$ cat src/mcch_pkg.sv
// shared types, constants and the generator step function for the circle hit counter
// no dependencies; imported by every module of the block
`default_nettype none

package mcch_pkg;

   // xorshift64* generator
   localparam int          SEED_BITS  = 64;
   localparam logic [63:0] SEED_RESET = 64'd11400714819323198484;
   localparam logic [63:0] GEN_MULT   = 64'd2685821657736338717;
   localparam logic [31:0] MULT_LO    = GEN_MULT[31:0];
   localparam logic [31:0] MULT_HI    = GEN_MULT[63:32];
   localparam int          SHIFT_A    = 12;
   localparam int          SHIFT_B    = 25;
   localparam int          SHIFT_C    = 27;

   // fixed-point fractions and their squares
   localparam int FRAC_SHIFT = 11;
   localparam int FRAC_BITS  = 53;
   localparam int SQ_BITS    = 107;

   localparam int HITS_TOTAL_BITS = 40;

   // queue between front and back
   localparam int QUEUE_DEPTH    = 2;
   localparam int QUEUE_PTR_BITS = $clog2(QUEUE_DEPTH);

   // register port
   localparam int   CSR_ADDR_BITS = 4;
   localparam int   CSR_DATA_BITS = 64;
   localparam int   CSR_INDEX_BIT = 3;
   localparam logic REG_IDX_SEED  = 1'b0;

   // one trial as handed from front to back
   typedef struct packed {
      logic [SEED_BITS-1:0] state_x;
      logic [SEED_BITS-1:0] state_y;
      logic                 restart;
      logic                 last_trial;
   } trial_type;

   function automatic logic [SEED_BITS-1:0] xorshift_step(input logic [SEED_BITS-1:0] s);
      logic [SEED_BITS-1:0] t;
      t = s ^ (s >> SHIFT_A);
      t = t ^ (t << SHIFT_B);
      t = t ^ (t >> SHIFT_C);
      return t;
   endfunction

endpackage

`default_nettype wire

$ cat src/mcch_queue.sv
// short first-in first-out queue of trials between front and back
// depends on mcch_pkg
`default_nettype none

module mcch_queue import mcch_pkg::*; (
   input  wire logic      clock,
   input  wire logic      reset,
   input  wire logic      push,
   input  wire trial_type push_item,
   output logic           full,
   input  wire logic      pop,
   output trial_type      pop_item,
   output logic           empty
);

   trial_type                 slot_ff [QUEUE_DEPTH];
   logic [QUEUE_PTR_BITS-1:0] wr_ptr_ff, wr_ptr_in;
   logic [QUEUE_PTR_BITS-1:0] rd_ptr_ff, rd_ptr_in;
   logic [QUEUE_PTR_BITS:0]   count_ff, count_in;
   logic                      push_ok, pop_ok;

   assign full     = (count_ff == (QUEUE_PTR_BITS+1)'(QUEUE_DEPTH));
   assign empty    = (count_ff == '0);
   assign push_ok  = push && !full;
   assign pop_ok   = pop && !empty;
   assign pop_item = slot_ff[rd_ptr_ff];

   always_comb begin
      wr_ptr_in = wr_ptr_ff;
      rd_ptr_in = rd_ptr_ff;
      count_in  = count_ff;
      if (push_ok) begin
         wr_ptr_in = (wr_ptr_ff == QUEUE_PTR_BITS'(QUEUE_DEPTH-1)) ? '0 : wr_ptr_ff + 1'b1;
      end
      if (pop_ok) begin
         rd_ptr_in = (rd_ptr_ff == QUEUE_PTR_BITS'(QUEUE_DEPTH-1)) ? '0 : rd_ptr_ff + 1'b1;
      end
      if (push_ok && !pop_ok) begin
         count_in = count_ff + 1'b1;
      end else if (pop_ok && !push_ok) begin
         count_in = count_ff - 1'b1;
      end
   end

   always_ff @(posedge clock) begin
      if (reset) begin
         wr_ptr_ff <= '0;
         rd_ptr_ff <= '0;
         count_ff  <= '0;
      end else begin
         wr_ptr_ff <= wr_ptr_in;
         rd_ptr_ff <= rd_ptr_in;
         count_ff  <= count_in;
      end
   end

   always_ff @(posedge clock) begin
      if (push_ok) begin
         slot_ff[wr_ptr_ff] <= push_item;
      end
   end

endmodule

`default_nettype wire

$ cat src/mcch_front.sv
// front end: takes trial beats, runs the generator two steps per beat, queues the states
// depends on mcch_pkg
`default_nettype none

module mcch_front import mcch_pkg::*; (
   input  wire logic                 clock,
   input  wire logic                 reset,
   input  wire logic                 req_push,
   input  wire logic                 req_restart,
   input  wire logic                 req_last_trial,
   input  wire logic [SEED_BITS-1:0] seed,
   input  wire logic                 q_full,
   output logic                      q_push,
   output trial_type                 q_item
);

   logic [SEED_BITS-1:0] gen_ff, gen_in;
   logic [SEED_BITS-1:0] base, state_x, state_y;
   logic                 accept;

   assign accept  = req_push && !q_full;
   // restart reloads from the seed before this trial
   assign base    = req_restart ? seed : gen_ff;
   assign state_x = xorshift_step(base);
   assign state_y = xorshift_step(state_x);
   assign gen_in  = accept ? state_y : gen_ff;

   assign q_push            = accept;
   assign q_item.state_x    = state_x;
   assign q_item.state_y    = state_y;
   assign q_item.restart    = req_restart;
   assign q_item.last_trial = req_last_trial;

   always_ff @(posedge clock) begin
      if (reset) begin
         gen_ff <= SEED_RESET;
      end else begin
         gen_ff <= gen_in;
      end
   end

endmodule

`default_nettype wire

$ cat src/mcch_back.sv
// back end: scrambles, squares and sums over one shared 32x32 multiplier, counts hits
// depends on mcch_pkg
`default_nettype none

module mcch_back import mcch_pkg::*; #(
   parameter int HIT_COUNT_BITS = 40
) (
   input  wire logic                       clock,
   input  wire logic                       reset,
   input  wire logic                       q_empty,
   input  wire trial_type                  q_item,
   output logic                            q_pop,
   input  wire logic                       rsp_pop,
   output logic                            rsp_empty,
   output logic                            rsp_hit,
   output logic [HITS_TOTAL_BITS-1:0]      rsp_hits_total,
   output logic                            rsp_run_done
);

   typedef enum logic [2:0] {
      ST_IDLE = 3'b001,
      ST_RUN  = 3'b010,
      ST_DONE = 3'b100
   } back_state_type;

   // what to do with the registered product in the following cycle
   typedef enum logic [2:0] {
      ACC_NONE,
      ACC_R_SET,
      ACC_R_HI,
      ACC_SQ_0,
      ACC_SQ_33,
      ACC_SQ_64
   } acc_type;

   localparam int STEP_BITS = 4;

   // sub-steps of one coordinate
   localparam logic [2:0] SUB_LO_LO   = 3'd0;
   localparam logic [2:0] SUB_LO_HI   = 3'd1;
   localparam logic [2:0] SUB_HI_LO   = 3'd2;
   localparam logic [2:0] SUB_WAIT_R  = 3'd3;
   localparam logic [2:0] SUB_SQ_LL   = 3'd4;
   localparam logic [2:0] SUB_SQ_LH   = 3'd5;
   localparam logic [2:0] SUB_SQ_HH   = 3'd6;
   localparam logic [2:0] SUB_WAIT_SQ = 3'd7;

   back_state_type            state_ff, state_in;
   logic [STEP_BITS-1:0]      step_ff, step_in;
   trial_type                 job_ff, job_in;
   logic [63:0]               r_ff, r_in;
   logic [63:0]               prod_ff, prod_in;
   acc_type                   tag_ff, tag_in, acc_tag;
   logic [SQ_BITS-1:0]        sq_ff, sq_in;
   logic [HIT_COUNT_BITS-1:0] cnt_ff, cnt_in, cnt_base, cnt_next;
   logic                      out_valid_ff, out_valid_in;
   logic                      out_hit_ff;
   logic [HITS_TOTAL_BITS-1:0] out_total_ff, total_in;
   logic                      out_done_ff;

   logic [2:0]           sub;
   logic [63:0]          cur_s;
   logic [FRAC_BITS-1:0] frac;
   logic [31:0]          frac_lo, frac_hi;
   logic [31:0]          mul_a, mul_b;
   logic                 hit, out_free, finish, take_job;

   assign sub     = step_ff[2:0];
   assign cur_s   = step_ff[STEP_BITS-1] ? job_ff.state_y : job_ff.state_x;
   assign frac    = r_ff[63:FRAC_SHIFT];
   assign frac_lo = frac[31:0];
   assign frac_hi = 32'(frac[FRAC_BITS-1:32]);

   // operand selection for the shared multiplier
   always_comb begin
      mul_a   = '0;
      mul_b   = '0;
      acc_tag = ACC_NONE;
      unique case (sub)
         SUB_LO_LO: begin
            mul_a   = cur_s[31:0];
            mul_b   = MULT_LO;
            acc_tag = ACC_R_SET;
         end
         SUB_LO_HI: begin
            mul_a   = cur_s[31:0];
            mul_b   = MULT_HI;
            acc_tag = ACC_R_HI;
         end
         SUB_HI_LO: begin
            mul_a   = cur_s[63:32];
            mul_b   = MULT_LO;
            acc_tag = ACC_R_HI;
         end
         SUB_SQ_LL: begin
            mul_a   = frac_lo;
            mul_b   = frac_lo;
            acc_tag = ACC_SQ_0;
         end
         SUB_SQ_LH: begin
            mul_a   = frac_lo;
            mul_b   = frac_hi;
            acc_tag = ACC_SQ_33;
         end
         SUB_SQ_HH: begin
            mul_a   = frac_hi;
            mul_b   = frac_hi;
            acc_tag = ACC_SQ_64;
         end
         SUB_WAIT_R, SUB_WAIT_SQ: begin
            acc_tag = ACC_NONE;
         end
         default: begin
            acc_tag = ACC_NONE;
         end
      endcase
   end

   assign prod_in = mul_a * mul_b;
   assign tag_in  = (state_ff == ST_RUN) ? acc_tag : ACC_NONE;

   // result of the trial
   assign hit      = !sq_ff[SQ_BITS-1] || (sq_ff[SQ_BITS-2:0] == '0);
   assign cnt_base = job_ff.restart ? '0 : cnt_ff;
   assign cnt_next = (hit && (cnt_base != '1)) ? cnt_base + 1'b1 : cnt_base;

   generate
      if (HIT_COUNT_BITS > HITS_TOTAL_BITS) begin : g_total_sat
         assign total_in = (|cnt_next[HIT_COUNT_BITS-1:HITS_TOTAL_BITS]) ? '1
                                                    : cnt_next[HITS_TOTAL_BITS-1:0];
      end else if (HIT_COUNT_BITS == HITS_TOTAL_BITS) begin : g_total_eq
         assign total_in = cnt_next;
      end else begin : g_total_ext
         assign total_in = {{(HITS_TOTAL_BITS-HIT_COUNT_BITS){1'b0}}, cnt_next};
      end
   endgenerate

   assign out_free = !out_valid_ff || rsp_pop;
   assign finish   = (state_ff == ST_DONE) && out_free;
   assign take_job = !q_empty && ((state_ff == ST_IDLE) || finish);
   assign q_pop    = take_job;

   always_comb begin
      state_in = state_ff;
      step_in  = step_ff;
      unique case (state_ff)
         ST_IDLE: begin
            if (take_job) begin
               state_in = ST_RUN;
               step_in  = '0;
            end
         end
         ST_RUN: begin
            step_in = step_ff + 1'b1;
            if (step_ff == '1) begin
               state_in = ST_DONE;
            end
         end
         ST_DONE: begin
            if (finish) begin
               state_in = take_job ? ST_RUN : ST_IDLE;
               step_in  = '0;
            end
         end
         default: begin
            state_in = ST_IDLE;
         end
      endcase
   end

   // deferred accumulation of the previous product
   always_comb begin
      r_in  = r_ff;
      sq_in = sq_ff;
      unique case (tag_ff)
         ACC_R_SET: r_in  = prod_ff;
         ACC_R_HI:  r_in  = r_ff + {prod_ff[31:0], 32'b0};
         ACC_SQ_0:  sq_in = sq_ff + SQ_BITS'(prod_ff);
         ACC_SQ_33: sq_in = sq_ff + (SQ_BITS'(prod_ff) << 33);
         ACC_SQ_64: sq_in = sq_ff + (SQ_BITS'(prod_ff) << 64);
         ACC_NONE:  sq_in = sq_ff;
         default:   sq_in = sq_ff;
      endcase
      if (take_job) begin
         sq_in = '0;
      end
   end

   assign job_in       = take_job ? q_item : job_ff;
   assign cnt_in       = finish ? cnt_next : cnt_ff;
   assign out_valid_in = finish ? 1'b1 : (rsp_pop ? 1'b0 : out_valid_ff);

   always_ff @(posedge clock) begin
      if (reset) begin
         state_ff     <= ST_IDLE;
         step_ff      <= '0;
         tag_ff       <= ACC_NONE;
         cnt_ff       <= '0;
         out_valid_ff <= 1'b0;
      end else begin
         state_ff     <= state_in;
         step_ff      <= step_in;
         tag_ff       <= tag_in;
         cnt_ff       <= cnt_in;
         out_valid_ff <= out_valid_in;
      end
   end

   always_ff @(posedge clock) begin
      job_ff  <= job_in;
      r_ff    <= r_in;
      sq_ff   <= sq_in;
      prod_ff <= prod_in;
      if (finish) begin
         out_hit_ff   <= hit;
         out_total_ff <= total_in;
         out_done_ff  <= job_ff.last_trial;
      end
   end

   assign rsp_empty      = !out_valid_ff;
   assign rsp_hit        = out_hit_ff;
   assign rsp_hits_total = out_total_ff;
   assign rsp_run_done   = out_done_ff;

endmodule

`default_nettype wire

$ cat src/monte_carlo_circle_hit_counter_core.sv
// top level of the quarter-circle hit counter: register port, front, queue and back
// depends on mcch_pkg, mcch_front, mcch_queue and mcch_back
//
// usage
//  - request channel: each beat is one trial (req_restart, req_last_trial), taken on an
//    edge with req_push high and req_full low
//  - response channel: one result beat per trial, in order (rsp_hit, rsp_hits_total,
//    rsp_run_done), valid while rsp_empty is low, taken on an edge with rsp_pop high
//  - register port: the seed lives at byte address 0, written in the access cycle,
//    readable on csr_prdata; pready is tied high
//  - a restart trial reloads the generator from the seed and clears the hit count
// timing
//  - the front runs both generator steps of a trial in its accept cycle
//  - the back does twelve 32x32 partial products on one shared multiplier, plus four
//    drain steps, then compares and counts
//  - the back finishes one trial before it takes the next; the shared multiplier sets the pace
//  - from an idle block a request beat goes through the queue, the back and the result register
// reset: synchronous; seed and generator return to the default seed, count to zero,
//    queue and result register empty
// stalls: a two-entry queue keeps the front taking beats while the back works; a result
//    that is not popped holds the back, and once the queue fills req_full rises
`default_nettype none

module monte_carlo_circle_hit_counter_core import mcch_pkg::*; #(
   parameter int HIT_COUNT_BITS = 40
) (
   input  wire logic                       clock,
   input  wire logic                       reset,
   // request channel
   input  wire logic                       req_push,
   output logic                            req_full,
   input  wire logic                       req_restart,
   input  wire logic                       req_last_trial,
   // response channel
   output logic                            rsp_empty,
   input  wire logic                       rsp_pop,
   output logic                            rsp_hit,
   output logic [HITS_TOTAL_BITS-1:0]      rsp_hits_total,
   output logic                            rsp_run_done,
   // register port
   input  wire logic                       csr_psel,
   input  wire logic                       csr_penable,
   input  wire logic                       csr_pwrite,
   input  wire logic [CSR_ADDR_BITS-1:0]   csr_paddr,
   input  wire logic [CSR_DATA_BITS-1:0]   csr_pwdata,
   output logic [CSR_DATA_BITS-1:0]        csr_prdata,
   output logic                            csr_pready
);

   logic [SEED_BITS-1:0] seed_ff, seed_in;
   logic                 csr_write, seed_sel;

   logic      q_push, q_full, q_pop, q_empty;
   trial_type q_push_item, q_pop_item;

   // register port: one 64-bit register, eight-byte stride
   assign csr_pready = 1'b1;
   assign seed_sel   = (csr_paddr[CSR_INDEX_BIT] == REG_IDX_SEED);
   assign csr_write  = csr_psel && csr_penable && csr_pwrite && csr_pready;
   assign seed_in    = (csr_write && seed_sel) ? csr_pwdata : seed_ff;
   assign csr_prdata = seed_sel ? seed_ff : '0;

   always_ff @(posedge clock) begin
      if (reset) begin
         seed_ff <= SEED_RESET;
      end else begin
         seed_ff <= seed_in;
      end
   end

   // front: generator and request beat acceptance
   mcch_front u_front (
      .clock          (clock),
      .reset          (reset),
      .req_push       (req_push),
      .req_restart    (req_restart),
      .req_last_trial (req_last_trial),
      .seed           (seed_ff),
      .q_full         (q_full),
      .q_push         (q_push),
      .q_item         (q_push_item)
   );

   assign req_full = q_full;

   // decoupling queue
   mcch_queue u_queue (
      .clock     (clock),
      .reset     (reset),
      .push      (q_push),
      .push_item (q_push_item),
      .full      (q_full),
      .pop       (q_pop),
      .pop_item  (q_pop_item),
      .empty     (q_empty)
   );

   // back: multiply sequence, compare and count, result register
   mcch_back #(
      .HIT_COUNT_BITS (HIT_COUNT_BITS)
   ) u_back (
      .clock          (clock),
      .reset          (reset),
      .q_empty        (q_empty),
      .q_item         (q_pop_item),
      .q_pop          (q_pop),
      .rsp_pop        (rsp_pop),
      .rsp_empty      (rsp_empty),
      .rsp_hit        (rsp_hit),
      .rsp_hits_total (rsp_hits_total),
      .rsp_run_done   (rsp_run_done)
   );

endmodule

`default_nettype wire

$ cat config.mk
export PLATFORM = sky130hd
export DESIGN_NAME = monte_carlo_circle_hit_counter_core
export DESIGN_NICKNAME = d
export VERILOG_FILES = /design/src/mcch_pkg.sv /design/src/mcch_queue.sv /design/src/mcch_front.sv /design/src/mcch_back.sv /design/src/monte_carlo_circle_hit_counter_core.sv
export SDC_FILE = /design/constraint.sdc
export NUM_CORES = 2
export LEC_CHECK = 0
export BUFFER_PORTS_ARGS = -buffer_cell sky130_fd_sc_hd__buf_2
export CAP_MARGIN = 20
export CORE_UTILIZATION = 55
export DETAILED_ROUTE_END_ITERATION = 16
export PLACE_DENSITY = 0.74
export SYNTH_ARGS = -nofsm -noshare
export SYNTH_HDL_FRONTEND = slang
export SYNTH_SLANG_ARGS = --single-unit
$ cat constraint.sdc
create_clock -name clock -period 8.7 [get_ports clock]
set_input_delay 1.305 -clock clock [delete_from_list [all_inputs] [get_ports clock]]
set_output_delay 1.305 -clock clock [all_outputs]
set_load 0.02 [all_outputs]
==> flow_metrics.tcl <==
set metrics [dict create \
    status "complete, but fails checks" \
    violations "negative setup slack" \
    cp-start-kind "flop" \
    reg2reg_from "u_back.step_ff[0]$_SDFFE_PP0P_" \
    worstPathMaxFanout 7 \
    drive_above_1_share_pct 15.90 \
    syn_inst 8677 \
    numCtsBuffers 92 \
    clk_path_buf_depth 3 \
    wirelength_mm 285.4 \
    fin_crit_ns 8.763 \
    cp_slowest_stage_delay_ns 0.56 \
    worst-r2r-setup-slack_ns -0.06 \
    wl_per_cell_microns 25.46 \
    worstReg2RegEnd "u_back.prod_ff[56]$_DFF_P_" \
    viasPerCell 6.056 \
    first_iter_violations 7295 \
    path_class "flop to flop" \
    place_ws_ns -0.7387 \
    syn_to_final_growth_pct 16.47 \
    firstDrtPassIters 6 \
    ant_nets 0 \
    yosys_most_used_dff "edfxtp_1" \
    clock_latency_ns 0.73 \
    die_x_microns 383.8 \
    grt_pass1_wl_mm 419.0 \
    initial_core_util_pct 55.60 \
    endpoint "u_back.prod_ff[56]$_DFF_P_" \
    hp-class "flop to flop" \
    die_area_sq_mm 0.1473 \
    ff2ff_path_depth 35 \
    layout_common_cells "nand2_1 (1041), inv_1 (961), nor2_1 (921), fa_1 (874), buf_4 (604)" \
    grt_pass1_vias 67290 \
    fin_ws_ns -0.06296 \
    ios 186 \
    maxSlewHeadroom_pct 24.26 \
    slowest_stage "fa_1" \
    grt_util_all_layers_pct 38.33 \
    startpoint "u_back.step_ff[0]$_SDFFE_PP0P_" \
    finalNetCount 10670 \
    slew_viol_final 0 \
    cts_tree "done" \
    cts.sinks 839 \
    htree_levels 3 \
    yosysTopAreaCellShare_pct 22.47 \
    rsz0062_at_grt "true" \
    grt_max_degree 135 \
    fillers 11640 \
    critPathRequiredTime_ns 9.29 \
    totalNegativeSetupSlack_ns -0.3616 \
    crit_path_frequent_cell "fa_1" \
    yosysWarnings 0 \
    worstSetupEndpointType "flop" \
    num_vias 67880 \
    max-cap-violations 0 \
    yosysTopAreaCell "fa_1" \
    die_h_microns 383.8 \
    place.gp.congestion 1.057 \
    hold_viol 0 \
    core_area_sq_mm 0.1442 \
    io_buffers 181 \
    cts_root_buf "clkbuf_16" \
    num_rows 139 \
    grt.overflow.total 0 \
    synth_edf_count 485 \
    period_share_pct 100.7 \
    max_freq_ghz 0.1141 \
    syn_nets 10130 \
    mostFrequentLayoutCell "nand2_1" \
    setup_violations 8 \
    seq_area_frac_synth_pct 27.01 \
    synth_area_leaders "fa_1 (22%), edfxtp_1 (18%), dfxtp_1 (8.8%)" \
    syn_area_per_cell_sq_um 9.239 \
    async_flop_share_pct 0 \
    tightest_slew_ns 1.132 \
    cts.clk_slew.worst_paths_ns 0.06 \
    drc_errors 0 \
    yosysUniqueCellTypes 85 \
    ys_seq_elements 839 \
    synth_area_sq_mm 0.08017 \
    antenna_found_initial 14 \
    cp_data_arrival_time_ns 9.35 \
    finClkSkew_ns 0.04144 \
    hold_slack_ns 0.4750 \
    dpl.hpwl_mm 221.7 \
]
[per-stage QoR]
stage,instances,area [sq um],util (%)
2_1_floorplan,8677,80380,-
4_1_cts,11160,92100,63.88
3_3_place_gp,10960,88170,61.15
5_1_grt,11200,93350,64.75
6_report,11210,93370,64.76
3_5_place_dp,10960,88170,61.15
[synthesized netlist by cell type (all sizes together) (54+ instances only)]
cell	instances
clkbuf	424
mux2	136
nand2	1047
mux2i	54
a21oi	523
inv	984
xor2	230
xnor2	420
nand4	76
a21o	178
edfxtp	485
dfxtp	354
ha	472
fa	900
nor2	952
o21ai	282
nor3	77
nand3b	76
nor2b	110
nand3	78
[registers in the layout (all words and copies together), names as in the netlist]
register	flops
u_queue.slot_ff	260
u_back.job_ff	130
u_back.sq_ff	107
seed_ff	64
u_back.prod_ff	64
u_front.gen_ff	64
u_back.r_ff	53
u_back.cnt_ff	40
u_back.rsp_hits_total	40
u_back.step_ff	4
u_back.state_ff	3
u_back.tag_ff	3
u_queue.count_ff	2
u_back.out_valid_ff	1
u_back.rsp_hit	1
u_back.rsp_run_done	1
u_queue.rd_ptr_ff	1
u_queue.wr_ptr_ff	1
[timing repair]
item,in CTS,in global routing
hold endpoints to repair,0,0
hold buffers,0,0
pin swaps,36,103
cloned,2,7
endpoints found under the setup margin,32,29
setup buffers,27,31
resized for setup,85,183
[cell families after synthesis]
group / count (synthesis) / synth area share, %
other: 1 / 0.004678
buffers and inverters: 1448 / 6.808
AOI/OAI and AO/OA: 1520 / 12.10
and+or+nand+nor: 2657 / 14.56
DFF: 839 / 27.01
adders and majority gates: 1372 / 29.84
xor gates and xnor gates: 650 / 7.101
muxes: 190 / 2.585
[area by class of cell]
type | instances | area, sq um | share of cell area (%)
Clock inverter | 65 | 827.0 | 0.8857
Antenna cell | 7 | 17.52 | 0.01876
Timing Repair Buffer | 913 | 7818 | 8.372
Multi-Input combinational cell | 6390 | 54500 | 58.37
Clock buffer | 108 | 2456 | 2.630
Inverter | 984 | 3704 | 3.966
Tap cell | 1903 | 2381 | 2.550
Sequential cell | 839 | 21670 | 23.20
[layer usage]
| metal | track usage, % | routed length, microns | vias up |
|---|---|---|---|
| met5 | 0 | 93 | - |
| met4 | 24.13 | 20490 | 14 |
| met3 | 9.629 | 28890 | 863 |
| met2 | 58.76 | 127100 | 3559 |
| met1 | 48.53 | 108900 | 33530 |
| li1 | - | - | 29920 |
[critical path: cells and delay by family (launching register included)]
family	cells	cell delay, ns
fa+ha+maj	10	4.52
compound gates	8	1.75
simple gates	7	0.95
buf+inv	9	0.92
flops	1	0.38
xor+xnor	1	0.13
[worst min-delay path by stage]
stage | startpoint | end | slack (ns) | cells after the start
global route | u_front.gen_ff[1]$_SDFFE_PP0P_ | u_front.gen_ff[1]$_SDFFE_PP0P_ | 0.49 | 2
global placement | u_front.gen_ff[3]$_SDFFE_PP0P_ | u_front.gen_ff[3]$_SDFFE_PP0P_ | 0.46 | 2
detailed placement | u_back.sq_ff[28]$_SDFFE_PP0P_ | u_back.sq_ff[28]$_SDFFE_PP0P_ | 0.47 | 2
CTS | u_front.gen_ff[5]$_SDFFE_PP0P_ | u_front.gen_ff[5]$_SDFFE_PP0P_ | 0.48 | 2
floorplan | u_back.job_ff[0]$_DFFE_PP_ | u_back.rsp_run_done$_DFFE_PP_ | 0.40 | 0
finish | u_front.gen_ff[5]$_SDFFE_PP0P_ | u_front.gen_ff[5]$_SDFFE_PP0P_ | 0.48 | 2
Power is not shown: default switching activity piles up to over one toggle a cycle in this logic, so the estimate is an artifact.
